===== src/rtl/i2cs_pkg.sv =====
// Shared types and codes for the I2C master transaction sequencer.
// Used by i2cs_store, i2cs_ctrl, the top level and the testbench; depends on nothing else.
package i2cs_pkg;

  typedef enum logic [1:0] {
    REQ_START = 2'd0,
    REQ_LOAD  = 2'd1,
    REQ_STEP  = 2'd2,
    REQ_CONT  = 2'd3
  } req_t;

  typedef enum logic [2:0] {
    MODE_WR_ONLY   = 3'd0,
    MODE_RD_ONLY   = 3'd1,
    MODE_WR_RD     = 3'd2,
    MODE_STR_RD    = 3'd3,
    MODE_STR_WR_RD = 3'd4
  } mode_t;

  typedef enum logic [2:0] {
    ACT_NONE    = 3'd0,
    ACT_START   = 3'd1,
    ACT_RESTART = 3'd2,
    ACT_STOP    = 3'd3,
    ACT_SEND    = 3'd4,
    ACT_RECV    = 3'd5,
    ACT_ACK     = 3'd6
  } act_t;

  typedef enum logic [3:0] {
    PH_IDLE         = 4'd0,
    PH_START_WAIT   = 4'd1,
    PH_ADDR1_WAIT   = 4'd2,
    PH_DATA_WAIT    = 4'd3,
    PH_RESTART_WAIT = 4'd4,
    PH_ADDR2_WAIT   = 4'd5,
    PH_RX_WAIT      = 4'd6,
    PH_PAUSE        = 4'd7,
    PH_ACK_WAIT     = 4'd8,
    PH_STOP_WAIT    = 4'd9
  } phase_t;

  // One result item as it travels from the controller to the output register.
  typedef struct packed {
    act_t       action;
    logic [7:0] tx_byte;
    logic       ack_bit;
    logic       rx_valid;
    logic [7:0] rx_out;
    logic [7:0] rx_index;
    logic       stream_pause;
    logic       done_res;
    logic       busy_res;
  } res_t;

endpackage


===== src/rtl/i2cs_store.sv =====
// Write-byte store of the I2C master transaction sequencer.
// One write port for loads, one registered read port; depends on i2cs_pkg.
module i2cs_store
  import i2cs_pkg::*;
#(
  parameter int WRITE_DEPTH = 16,
  parameter int IDX_W       = 4
) (
  input  logic             clk,
  input  logic             wr_en,
  input  logic [IDX_W-1:0] wr_addr,
  input  logic [7:0]       wr_data,
  input  logic [IDX_W-1:0] rd_addr,
  output logic [7:0]       rd_data
);

  logic [7:0] mem_r [WRITE_DEPTH];
  logic [7:0] rd_data_r;

  always_ff @(posedge clk) begin
    if (wr_en) begin
      mem_r[wr_addr] <= wr_data;
    end
  end

  // The read address is the cursor value for the next cycle, so the output
  // always shows the slot under the cursor. A write to that slot in the same
  // cycle is forwarded.
  always_ff @(posedge clk) begin
    if (wr_en && (wr_addr == rd_addr)) begin
      rd_data_r <= wr_data;
    end else begin
      rd_data_r <= mem_r[rd_addr];
    end
  end

  assign rd_data = rd_data_r;

endmodule


===== src/rtl/i2cs_ctrl.sv =====
// Transaction state machine of the I2C master transaction sequencer.
// Holds phase, mode, address and counters and forms one result per request;
// depends on i2cs_pkg.
module i2cs_ctrl
  import i2cs_pkg::*;
#(
  parameter int WRITE_DEPTH = 16,
  parameter int CNT_W       = 5,
  parameter int IDX_W       = 4
) (
  input  logic             clk,
  input  logic             rst_n,
  input  logic             accept,
  input  logic [1:0]       req_type,
  input  logic [2:0]       mode,
  input  logic [6:0]       addr,
  input  logic [4:0]       write_len,
  input  logic [7:0]       read_len,
  input  logic             ack_status,
  input  logic [7:0]       rx_byte,
  input  logic             force_end,
  input  logic [7:0]       store_byte,
  output logic [IDX_W-1:0] store_addr,
  output res_t             res
);

  localparam logic [8:0] DEPTH9 = 9'(WRITE_DEPTH);

  phase_t           phase_r, phase_nxt;
  logic [2:0]       mode_r, mode_nxt;
  logic [6:0]       addr_r, addr_nxt;
  logic [CNT_W-1:0] wr_count_r, wr_count_nxt;
  logic [CNT_W-1:0] wr_cursor_r, wr_cursor_nxt;
  logic [7:0]       rd_count_r, rd_count_nxt;
  logic [7:0]       rd_cursor_r, rd_cursor_nxt;
  logic             rd_end_r, rd_end_nxt;

  logic             read_only;
  logic             stream;
  logic             wr_done;
  logic             last_rx;
  logic [8:0]       wlen9;
  logic [8:0]       wlen_cl;
  logic [7:0]       rlen_cl;
  logic             start_ok;
  phase_t           phase_calc;

  assign read_only = (mode_r == MODE_RD_ONLY) || (mode_r == MODE_STR_RD);
  assign stream    = (mode_r == MODE_STR_RD) || (mode_r == MODE_STR_WR_RD);
  assign wr_done   = (wr_cursor_r >= wr_count_r);
  assign last_rx   = (({1'b0, rd_cursor_r} + 9'd1) >= {1'b0, rd_count_r});
  assign start_ok  = (phase_r == PH_IDLE) && (mode <= MODE_STR_WR_RD);

  always_comb begin
    wlen9   = {4'd0, write_len};
    wlen_cl = wlen9;
    if (wlen9 == 9'd0) begin
      wlen_cl = 9'd1;
    end else if (wlen9 > DEPTH9) begin
      wlen_cl = DEPTH9;
    end
    rlen_cl = (read_len == 8'd0) ? 8'd1 : read_len;
  end

  // Next-state logic for all registers, as if the request is accepted.
  always_comb begin
    phase_calc    = phase_r;
    mode_nxt      = mode_r;
    addr_nxt      = addr_r;
    wr_count_nxt  = wr_count_r;
    wr_cursor_nxt = wr_cursor_r;
    rd_count_nxt  = rd_count_r;
    rd_cursor_nxt = rd_cursor_r;
    rd_end_nxt    = rd_end_r;
    case (req_type)
      REQ_START: begin
        if (start_ok) begin
          mode_nxt      = mode;
          addr_nxt      = addr;
          wr_count_nxt  = CNT_W'(wlen_cl);
          wr_cursor_nxt = '0;
          rd_count_nxt  = rlen_cl;
          rd_cursor_nxt = 8'd0;
          rd_end_nxt    = 1'b0;
          phase_calc    = PH_START_WAIT;
        end
      end
      REQ_STEP: begin
        case (phase_r)
          PH_START_WAIT: phase_calc = PH_ADDR1_WAIT;
          PH_ADDR1_WAIT: begin
            if (ack_status) begin
              phase_calc = PH_START_WAIT;
            end else if (read_only) begin
              phase_calc = PH_RX_WAIT;
            end else begin
              wr_cursor_nxt = wr_cursor_r + CNT_W'(1);
              phase_calc    = PH_DATA_WAIT;
            end
          end
          PH_DATA_WAIT: begin
            if (wr_done) begin
              phase_calc = (mode_r == MODE_WR_ONLY) ? PH_STOP_WAIT : PH_RESTART_WAIT;
            end else begin
              wr_cursor_nxt = wr_cursor_r + CNT_W'(1);
            end
          end
          PH_RESTART_WAIT: phase_calc = PH_ADDR2_WAIT;
          PH_ADDR2_WAIT: phase_calc = ack_status ? PH_RESTART_WAIT : PH_RX_WAIT;
          PH_RX_WAIT: begin
            rd_end_nxt    = last_rx;
            rd_cursor_nxt = rd_cursor_r + 8'd1;
            phase_calc    = stream ? PH_PAUSE : PH_ACK_WAIT;
          end
          PH_ACK_WAIT: phase_calc = rd_end_r ? PH_STOP_WAIT : PH_RX_WAIT;
          PH_STOP_WAIT: phase_calc = PH_IDLE;
          default: phase_calc = phase_r;
        endcase
      end
      REQ_CONT: begin
        if (phase_r == PH_PAUSE) begin
          rd_end_nxt = rd_end_r | force_end;
          phase_calc = PH_ACK_WAIT;
        end
      end
      default: phase_calc = phase_r;
    endcase
    phase_nxt = phase_calc;
  end

  // Result of the request, formed from the current state and the request.
  always_comb begin
    res          = '0;
    res.action   = ACT_NONE;
    res.busy_res = (phase_calc != PH_IDLE);
    case (req_type)
      REQ_START: begin
        if (start_ok) begin
          res.action = ACT_START;
        end
      end
      REQ_STEP: begin
        case (phase_r)
          PH_START_WAIT: begin
            res.action  = ACT_SEND;
            res.tx_byte = {addr_r, read_only};
          end
          PH_ADDR1_WAIT: begin
            if (ack_status) begin
              res.action = ACT_START;
            end else if (read_only) begin
              res.action = ACT_RECV;
            end else begin
              res.action  = ACT_SEND;
              res.tx_byte = store_byte;
            end
          end
          PH_DATA_WAIT: begin
            if (wr_done) begin
              res.action = (mode_r == MODE_WR_ONLY) ? ACT_STOP : ACT_RESTART;
            end else begin
              res.action  = ACT_SEND;
              res.tx_byte = store_byte;
            end
          end
          PH_RESTART_WAIT: begin
            res.action  = ACT_SEND;
            res.tx_byte = {addr_r, 1'b1};
          end
          PH_ADDR2_WAIT: res.action = ack_status ? ACT_RESTART : ACT_RECV;
          PH_RX_WAIT: begin
            res.rx_valid = 1'b1;
            res.rx_out   = rx_byte;
            res.rx_index = rd_cursor_r;
            if (stream) begin
              res.stream_pause = 1'b1;
            end else begin
              res.action  = ACT_ACK;
              res.ack_bit = last_rx;
            end
          end
          PH_ACK_WAIT: res.action = rd_end_r ? ACT_STOP : ACT_RECV;
          PH_STOP_WAIT: res.done_res = 1'b1;
          default: res.action = ACT_NONE;
        endcase
      end
      REQ_CONT: begin
        if (phase_r == PH_PAUSE) begin
          res.action  = ACT_ACK;
          res.ack_bit = rd_end_r | force_end;
        end
      end
      default: res.action = ACT_NONE;
    endcase
  end

  // The store prefetches the slot under the cursor of the coming cycle.
  assign store_addr = accept ? wr_cursor_nxt[IDX_W-1:0] : wr_cursor_r[IDX_W-1:0];

  always_ff @(posedge clk) begin
    if (!rst_n) begin
      phase_r     <= PH_IDLE;
      mode_r      <= 3'd0;
      addr_r      <= 7'd0;
      wr_count_r  <= '0;
      wr_cursor_r <= '0;
      rd_count_r  <= 8'd0;
      rd_cursor_r <= 8'd0;
      rd_end_r    <= 1'b0;
    end else if (accept) begin
      phase_r     <= phase_nxt;
      mode_r      <= mode_nxt;
      addr_r      <= addr_nxt;
      wr_count_r  <= wr_count_nxt;
      wr_cursor_r <= wr_cursor_nxt;
      rd_count_r  <= rd_count_nxt;
      rd_cursor_r <= rd_cursor_nxt;
      rd_end_r    <= rd_end_nxt;
    end
  end

endmodule


===== src/rtl/i2c_master_transaction_sequencer.sv =====
// Top level of the I2C master transaction sequencer.
// Instantiates i2cs_store and i2cs_ctrl and holds the result register;
// depends on i2cs_pkg.
//
//   Channel   Direction  Handshake             Moves
//   in_*      input      in_valid / in_ready   one request (start, load, step, continue)
//   out_*     output     out_valid / out_ready one result per request
//
// Every request gives exactly one result in the result register in the cycle
// after it is taken; a new request can be taken every cycle unless the output stalls.
// The rate is set by the state machine in i2cs_ctrl, whose next state and
// result are formed in one pass from the request and the registered state.
// in_ready is high whenever the result register is empty or is being drained
// in the same cycle, so a stalled output holds back only new requests.
// Reset (rst_n low, synchronous) returns the block to idle and empties the
// result register; the write-byte store is not cleared and holds whatever was
// loaded.
//
// The write store is a small memory with a registered read port that is
// always addressed with the write cursor of the coming cycle, so the byte
// under the cursor is ready when a data step arrives. Bytes are loaded at any
// time; a load whose slot lies beyond the store depth is dropped.
module i2c_master_transaction_sequencer
  import i2cs_pkg::*;
#(
  parameter int WRITE_DEPTH = 16
) (
  input  logic       clk,
  input  logic       rst_n,

  input  logic       in_valid,
  output logic       in_ready,
  input  logic [1:0] in_req_type,
  input  logic [2:0] in_mode,
  input  logic [6:0] in_addr,
  input  logic [4:0] in_write_len,
  input  logic [7:0] in_read_len,
  input  logic [3:0] in_load_index,
  input  logic [7:0] in_load_byte,
  input  logic       in_ack_status,
  input  logic [7:0] in_rx_byte,
  input  logic       in_force_end,

  output logic       out_valid,
  input  logic       out_ready,
  output logic [2:0] out_action,
  output logic [7:0] out_tx_byte,
  output logic       out_ack_bit,
  output logic       out_rx_valid,
  output logic [7:0] out_rx_out,
  output logic [7:0] out_rx_index,
  output logic       out_stream_pause,
  output logic       out_done_res,
  output logic       out_busy_res
);

  // The cursor must reach the depth itself; the store index only has to reach depth - 1.
  localparam int CNT_W = $clog2(WRITE_DEPTH + 1);
  localparam int IDX_W = (WRITE_DEPTH > 1) ? $clog2(WRITE_DEPTH) : 1;

  logic             accept;
  logic             load_en;
  logic [IDX_W+3:0] load_idx_wide;
  logic [IDX_W-1:0] store_addr;
  logic [7:0]       store_byte;
  res_t             res;
  res_t             res_r;
  logic             out_valid_r;

  assign in_ready = !out_valid_r || out_ready;
  assign accept   = in_valid && in_ready;

  // A load is taken in any phase, but only for a slot inside the store.
  assign load_idx_wide = {{IDX_W{1'b0}}, in_load_index};
  assign load_en = accept && (in_req_type == REQ_LOAD) &&
                   (32'(in_load_index) < 32'(WRITE_DEPTH));

  i2cs_store #(
    .WRITE_DEPTH (WRITE_DEPTH),
    .IDX_W       (IDX_W)
  ) u_store (
    .clk     (clk),
    .wr_en   (load_en),
    .wr_addr (load_idx_wide[IDX_W-1:0]),
    .wr_data (in_load_byte),
    .rd_addr (store_addr),
    .rd_data (store_byte)
  );

  i2cs_ctrl #(
    .WRITE_DEPTH (WRITE_DEPTH),
    .CNT_W       (CNT_W),
    .IDX_W       (IDX_W)
  ) u_ctrl (
    .clk        (clk),
    .rst_n      (rst_n),
    .accept     (accept),
    .req_type   (in_req_type),
    .mode       (in_mode),
    .addr       (in_addr),
    .write_len  (in_write_len),
    .read_len   (in_read_len),
    .ack_status (in_ack_status),
    .rx_byte    (in_rx_byte),
    .force_end  (in_force_end),
    .store_byte (store_byte),
    .store_addr (store_addr),
    .res        (res)
  );

  // Result register: filled on every accepted request, emptied when taken.
  always_ff @(posedge clk) begin
    if (!rst_n) begin
      out_valid_r <= 1'b0;
    end else if (accept) begin
      out_valid_r <= 1'b1;
    end else if (out_ready) begin
      out_valid_r <= 1'b0;
    end
  end

  always_ff @(posedge clk) begin
    if (accept) begin
      res_r <= res;
    end
  end

  assign out_valid        = out_valid_r;
  assign out_action       = res_r.action;
  assign out_tx_byte      = res_r.tx_byte;
  assign out_ack_bit      = res_r.ack_bit;
  assign out_rx_valid     = res_r.rx_valid;
  assign out_rx_out       = res_r.rx_out;
  assign out_rx_index     = res_r.rx_index;
  assign out_stream_pause = res_r.stream_pause;
  assign out_done_res     = res_r.done_res;
  assign out_busy_res     = res_r.busy_res;

endmodule


===== config.mk =====
export PLATFORM = sky130hd
export DESIGN_NAME = i2c_master_transaction_sequencer
export DESIGN_NICKNAME = d
export VERILOG_FILES = /design/src/rtl/i2cs_pkg.sv /design/src/rtl/i2cs_store.sv /design/src/rtl/i2cs_ctrl.sv /design/src/rtl/i2c_master_transaction_sequencer.sv
export SDC_FILE = /design/constraint.sdc
export NUM_CORES = 1
export LEC_CHECK = 0
export CORE_UTILIZATION = 35
export DETAILED_ROUTE_END_ITERATION = 8
export DONT_BUFFER_PORTS = 1
export HOLD_SLACK_MARGIN = 0.03
export PLACE_DENSITY_LB_ADDON = 0.12
export REMOVE_ABC_BUFFERS = 1
export SLEW_MARGIN = 20
export SYNTH_ARGS = -nofsm -noshare
export SYNTH_HDL_FRONTEND = slang
export SYNTH_SLANG_ARGS = --single-unit

===== constraint.sdc =====
create_clock -name clk -period 3.5 [get_ports clk]
set_input_delay 0.175 -clock clk [delete_from_list [all_inputs] [get_ports clk]]
set_output_delay 0.175 -clock clk [all_outputs]
set_load 0.03 [all_outputs]

# Word-level counts from Yosys, hierarchy flattened
# Memory sizes are Yosys's and may differ from the RTL's. A register that Yosys moved wholly into a read port is not among the register bits.
# Cells that the tools add are included.
[word_totals]
latch_bits = 0
output_inout_bits = 34
ramBits = 128
rom_bits = 0
ff_bits = 74
inputBits = 51
n_memories = 1
[mem_list]
columns = ["name", "words", "width", "read_ports", "rd_clocked_by_memory_dff", "write_ports", "line", "rtl"]
rows = [
  ["u_store.mem_r", 16, 8, 1, 1, 1, "i2cs_store.sv:17", "logic [7:0] mem_r [WRITE_DEPTH];"],
]
[op_classes]
reduce_logical = 22
mul = 0
magnitude_cmp = 4
eq_ne = 22
muxes = 53
shifts = 0
addsub = 3
div = 0
n_bitwise = 1
[op_table]
columns = ["operator", "n"]
rows = [
  ["two-way mux 8 bit", 6],
  ["two-way mux 4 bit", 8],
  ["one-hot mux 4 bit (8 select lines)", 1],
  ["one-hot mux 8 bit (4 select lines)", 1],
  ["two-way mux 5 bit", 6],
  ["two-way mux 3 bit", 7],
  ["one-hot mux 5 bit (2 select lines)", 2],
  ["two-way mux 19 bit", 1],
  ["one-hot mux 3 bit (6 select lines)", 1],
  ["== test 4 x 3 -> 1 bit, second input constant", 4],
  ["one-hot mux 8 bit (2 select lines)", 1],
  ["two-way mux 1 bit", 14],
  ["!= test 3 bit, second input constant", 4],
  ["one-hot mux 4 bit (3 select lines)", 1],
  ["adder 8 x 1 -> 9 bit, second input constant", 1],
  [">= comparator 9 x 8 -> 1 bit", 1],
  ["one-hot mux 3 bit (3 select lines)", 1],
  ["adder 8 x 1 -> 8 bit, second input constant", 1],
  ["== test 4 x 2 -> 1 bit, second input constant", 2],
  ["== test 4 bit, second input constant", 2],
  ["logical NOT 8 bit", 1],
  ["AND reduction 7 bit", 1],
  ["adder 5 x 1 -> 5 bit, second input constant", 1],
  [">= comparator 5 bit", 1],
  ["other kinds (29)", 36],
]

# Depth between registers and ports, before layout
[logic_depth]
word_depth = 7
mapped_depth = 11
mapped_depth_nobuf = 10

# Hierarchy
# A second synthesis with hierarchy kept.
[unflattened]
cells_unflattened = 692
hier_area_um2 = 9205.1
[by_module_without_submodules]
columns = ["module", "area_per_inst_um2", "cells_per_inst", "n_inst", "seq_area_each_um2"]
rows = [
  ["i2cs_store", 5067.4, 225, 1, 3923.8],
  ["i2cs_ctrl", 3114.2, 429, 1, 820.8],
  ["i2c_master_transaction_sequencer", 1023.5, 38, 1, 980.9],
]

# Worst setup path before layout
# OpenSTA, ideal clock, no wires.
[synth_timing]
path_type = "flip-flop to flip-flop"
startpoint = "reg out_valid_r (netlist: out_valid)"
endpoint = "mem u_store.mem_r[8][0], enable pin"
t_arrival_ns = 2.417
setup_time_ns = 0.383
path_stages_with_launch = 6
setup_slack_ns = 0.700
cell_sequence = "dfxtp_1 > nand2b_1 > nand2_2 > clkinv_1 > nand4b_1 > nor3_1"
[synth_between]
elab_chain_len = 6
[synth_rtl]
columns = ["item", "line", "rtl"]
rows = [
  ["start, declared", "i2c_master_transaction_sequencer.sv:68", "logic out_valid_r;"],
  ["start signal, assigned", "i2c_master_transaction_sequencer.sv:114", "out_valid_r <= 1'b0;"],
  ["start signal, assigned", "i2c_master_transaction_sequencer.sv:116", "out_valid_r <= 1'b1;"],
  ["start signal, assigned", "i2c_master_transaction_sequencer.sv:118", "out_valid_r <= 1'b0;"],
  ["logical NOT 1 bit", "i2c_master_transaction_sequencer.sv:70", "assign in_ready = !out_valid_r || out_ready;"],
  ["logical OR 1 bit", "i2c_master_transaction_sequencer.sv:70", ""],
  ["net in_ready", "i2c_master_transaction_sequencer.sv:32", "output logic in_ready,"],
  ["logical AND 1 bit", "i2c_master_transaction_sequencer.sv:71", "assign accept = in_valid && in_ready;"],
  ["net accept", "i2c_master_transaction_sequencer.sv:61", "logic accept;"],
  ["logical AND 1 bit", "i2c_master_transaction_sequencer.sv:75", "assign load_en = accept && (in_req_type == REQ_LOAD) &&"],
  ["two-way mux 1 bit", "i2cs_store.sv:21", "if (wr_en) begin"],
  ["two-way mux 1 bit (not written as such)", "i2cs_store.sv:22", "mem_r[wr_addr] <= wr_data;"],
  ["end, declared", "i2cs_store.sv:17", ""],
]
# The timed path passes the listed nets, and every way through them passes these cells.

# Worst setup path in the final report
[layout_timing]
startpoint = "reg out_valid_r (netlist: out_valid)"
endpoint = "reg u_ctrl.wr_count_r[0]"
[layout_between]
elab_chain_len = 4
[layout_rtl]
columns = ["item", "line", "rtl"]
rows = [
  ["logical NOT 1 bit", "i2c_master_transaction_sequencer.sv:70", ""],
  ["logical OR 1 bit", "i2c_master_transaction_sequencer.sv:70", ""],
  ["net in_ready", "i2c_master_transaction_sequencer.sv:32", ""],
  ["logical AND 1 bit", "i2c_master_transaction_sequencer.sv:71", ""],
  ["AND reduction 3 bit (no source line)", "-", ""],
  ["end signal, assigned", "i2cs_ctrl.sv:214", "wr_count_r <= wr_count_nxt;"],
  ["end, declared", "i2cs_ctrl.sv:32", "logic [CNT_W-1:0] wr_count_r, wr_count_nxt;"],
]
# The timed path passes the listed nets, and every way through them passes these cells.
# A chain may end at the register's enable or synchronous reset.

==> impl_metrics.py <==
metrics = {
    "status": {
        "outcome": "complete, no violations",
    },
    "routing": {
        "drtIter0Drc": 489,
        "met1_length_mm": 9.82,
        "met3_length_mm": 1.16,
        "post_drt_wl_per_cell_um": 21.2,
        "route.met2.wl_mm": 11.2,
        "drc": 0,
        "vias_per_cell": 5.35,
        "ant_nets": 0,
        "wl_mm": 22.8,
        "vias": 5751,
        "drt_pre_antenna_iters": 5,
        "dr.max_layer_used": "met5",
    },
    "die": {
        "fp.dieW_um": 165,
        "die_area_mm2": 0.0272,
        "start_util_pct": 35.6,
        "rows": 59,
        "fp.dieH_um": 165,
        "coreArea_mm2": 0.0261,
        "num_io_pins": 85,
    },
    "timing": {
        "finalHoldViolations": 0,
        "slew_viol_final": 0,
        "max_freq_mhz": 318,
        "finalClockSkew_ps": 8.19,
        "relSlewSlack_pct": 34.9,
        "tightest_slew_ps": 976,
        "period_minus_slack_ps": 3150,
        "finalSetupViolations": 0,
        "setup_ws_ps": 353,
        "setup-tns-final_ps": 0,
        "rsz0062_at_grt": "no",
        "finalCritPeriodShare_pct": 89.9,
    },
    "yosys": {
        "synth-main-ff-cell": "edfxtp_1",
        "netlist_instances": 666,
        "synth_edf_count": 160,
        "ys_ff_latch": 206,
        "async_reset_ff_share_pct": 0,
        "avgSynthCellArea_um2": 13.9,
        "syn_area_mm2": 0.00928,
        "seq_area_frac_synth_pct": 61.7,
        "yosys_warnings": 0,
        "yosys.cell_types.count": 70,
    },
    "cts": {
        "cts_buffer_depth": 3,
        "cts_tree": "yes",
        "clk_latency_ps": 520,
        "cts_inserted_buffers": 24,
        "cts_hold_buf": 51,
        "root_buffer": "clkbuf_16",
        "post_cts_resize_count": 0,
        "cts_max_level": 1,
        "path_clk_slew_ps": 60,
        "cts.sinks": 206,
        "post_cts_buffers": 0,
    },
    "grt": {
        "overflow": 0,
        "grt.total_usage_pct": 17.2,
        "grt_pass1_wl_mm": 34.8,
        "antenna_found_initial": 2,
        "grt_max_degree": 44,
        "first_global_vias": 5933,
    },
    "finish": {
        "nFillCells": 2417,
        "drive_gt1_share_pct": 10.7,
        "area_growth_pct": 17.5,
        "layout_common_cells": "edfxtp_1, nand2_1, dlygate4sd3_1",
        "final_common_cell": "edfxtp_1",
        "nets": 789,
        "diodes": 0,
    },
    "place": {
        "gp_congestion": 0.832,
        "port_buffers": 0,
        "post-place-ws_ps": 740,
        "dp_hpwl_mm": 14.8,
    },
    "power_and_ir_drop": {
        "p_per_area_mw_per_mm2": 481,
        "ir_drop_mv": 0.363,
        "leakage_nw": 3.73,
    },
    "setup_path": {
        "r2r_slack_ps": 350,
        "end_kind": "flip-flop",
        "crit_fanout": 27,
        "worst_ep_arrival_time_ps": 3600,
        "worstPathRequired_ps": 3960,
        "worst_setup_path_start_kind": "flip-flop",
        "critical_path_class": "reg2reg",
    },
    "job": {
        "max_cap_violations": 0,
    },
    "min_path": {
        "min_path_type": "in2reg",
    },
}
## final timing paths
kind	from	end	depth (start not counted)
worst min-delay path	in_req_type[0]	u_ctrl.rd_cursor_r[1]$_SDFFE_PN0P_	3
worst min register to register	u_ctrl.rd_count_r[5]$_SDFFE_PN0P_	u_ctrl.rd_count_r[5]$_SDFFE_PN0P_	2
worst max register to register	out_valid$_SDFFE_PN0P_	u_ctrl.wr_count_r[0]$_SDFFE_PN0P_	7
worst max-delay path	out_valid$_SDFFE_PN0P_	u_ctrl.wr_count_r[0]$_SDFFE_PN0P_	7
## power by group
part / internal, mW / leakage (nW) / total (mW) / switching [mW]
logic: 0.0859 / 1.53 / 0.218 / 0.133
clock network: 1.33 / 0.360 / 2.30 / 0.978
registers: 2.67 / 1.85 / 2.73 / 0.0569
total: 4.08 / 3.73 / 5.25 / 1.17
## cell type report
class,instances,area [um2],area share (%)
clock buffer,27,612,5.61
multi-input combinational,403,3300,30.3
timing repair buffer,69,668,6.13
sequential,206,5730,52.5
inverter,19,71.3,0.654
clock inverter,15,109,0.998
tap,335,419,3.84
## through the flow
stage	area (um2)	cells	hold slack (ps)	power (mW)	util [%]
3_3_place_gp	9660	981	275	2.91	37.1
3_5_place_dp	9660	981	275	2.92	37.1
4_1_cts	10900	1074	34.5	5.32	41.8
6_report	10900	1074	43.9	5.25	41.9
2_1_floorplan	9090	628	274	2.87	-
5_1_grt	10900	1074	70.0	5.43	41.9
## metal layers
metal	GRT usage, %	vias to the layer above
li1	-	2707
met1	21.8	2854
met5	0	-
met3	3.29	44
met2	29.8	142
met4	4.84	4
## synthesized netlist by cell type (4+ instances only)
cell type / count / area (um2)
mux4_1: 28 / 736
a21oi_1: 18 / 90.1
a21boi_0: 24 / 180
buf_2: 8 / 40.0
nand2b_1: 12 / 75.1
nand3_1: 14 / 70.1
edfxtp_1: 160 / 4800
and3_1: 21 / 131
dfxtp_1: 46 / 921
mux4_2: 12 / 270
nor3_1: 14 / 70.1
buf_6: 4 / 45.0
ha_1: 15 / 188
buf_1: 4 / 15.0
a32o_1: 7 / 70.1
nor2b_1: 11 / 68.8
nor3b_1: 4 / 30.0
a31oi_1: 6 / 37.5
inv_1: 18 / 67.6
nor4_1: 4 / 25.0
o21ai_0: 20 / 100
o211ai_1: 6 / 45.0
nor2_1: 32 / 120
xnor2_1: 4 / 35.0
a21o_1: 4 / 30.0
nand2_1: 72 / 270
nand3b_1: 6 / 45.0
clkbuf_1: 20 / 75.1
and2_1: 8 / 50.1
o21a_1: 4 / 30.0
## flip-flops by register name, indices dropped and copies added, names as in the netlist, 3 cells and up, named ones only
signal              count
out_rx_out              8
u_ctrl.mode_r           3
u_ctrl.rd_cursor_r      8
u_ctrl.wr_count_r       5
out_action              3
u_ctrl.addr_r           7
u_store.mem_r         128
u_ctrl.wr_cursor_r      5
out_rx_index            8
u_ctrl.phase_r          4
u_ctrl.rd_count_r       8
out_tx_byte             8
## logic make-up after synthesis
kind of cell / Yosys count / synth area share [%]
buffers and inverters: 57 / 2.87
muxes: 40 / 10.8
and+or+nand+nor: 220 / 12.6
DFF: 206 / 61.7
xor gates and xnor gates: 7 / 0.661
AOI/OAI and AO/OA: 121 / 9.30
adders and majority gates: 15 / 2.02
## critical path: stages, from the launching register on
cell and delay (ps):
dfxtp_1 410, nand2b_1 360, nand2_2 290, or4_1 990, nor3_2 280, dlygate4sd3_1 570, a21oi_1 40, nor2b_1 130
Power figures use the tool's default switching activity.
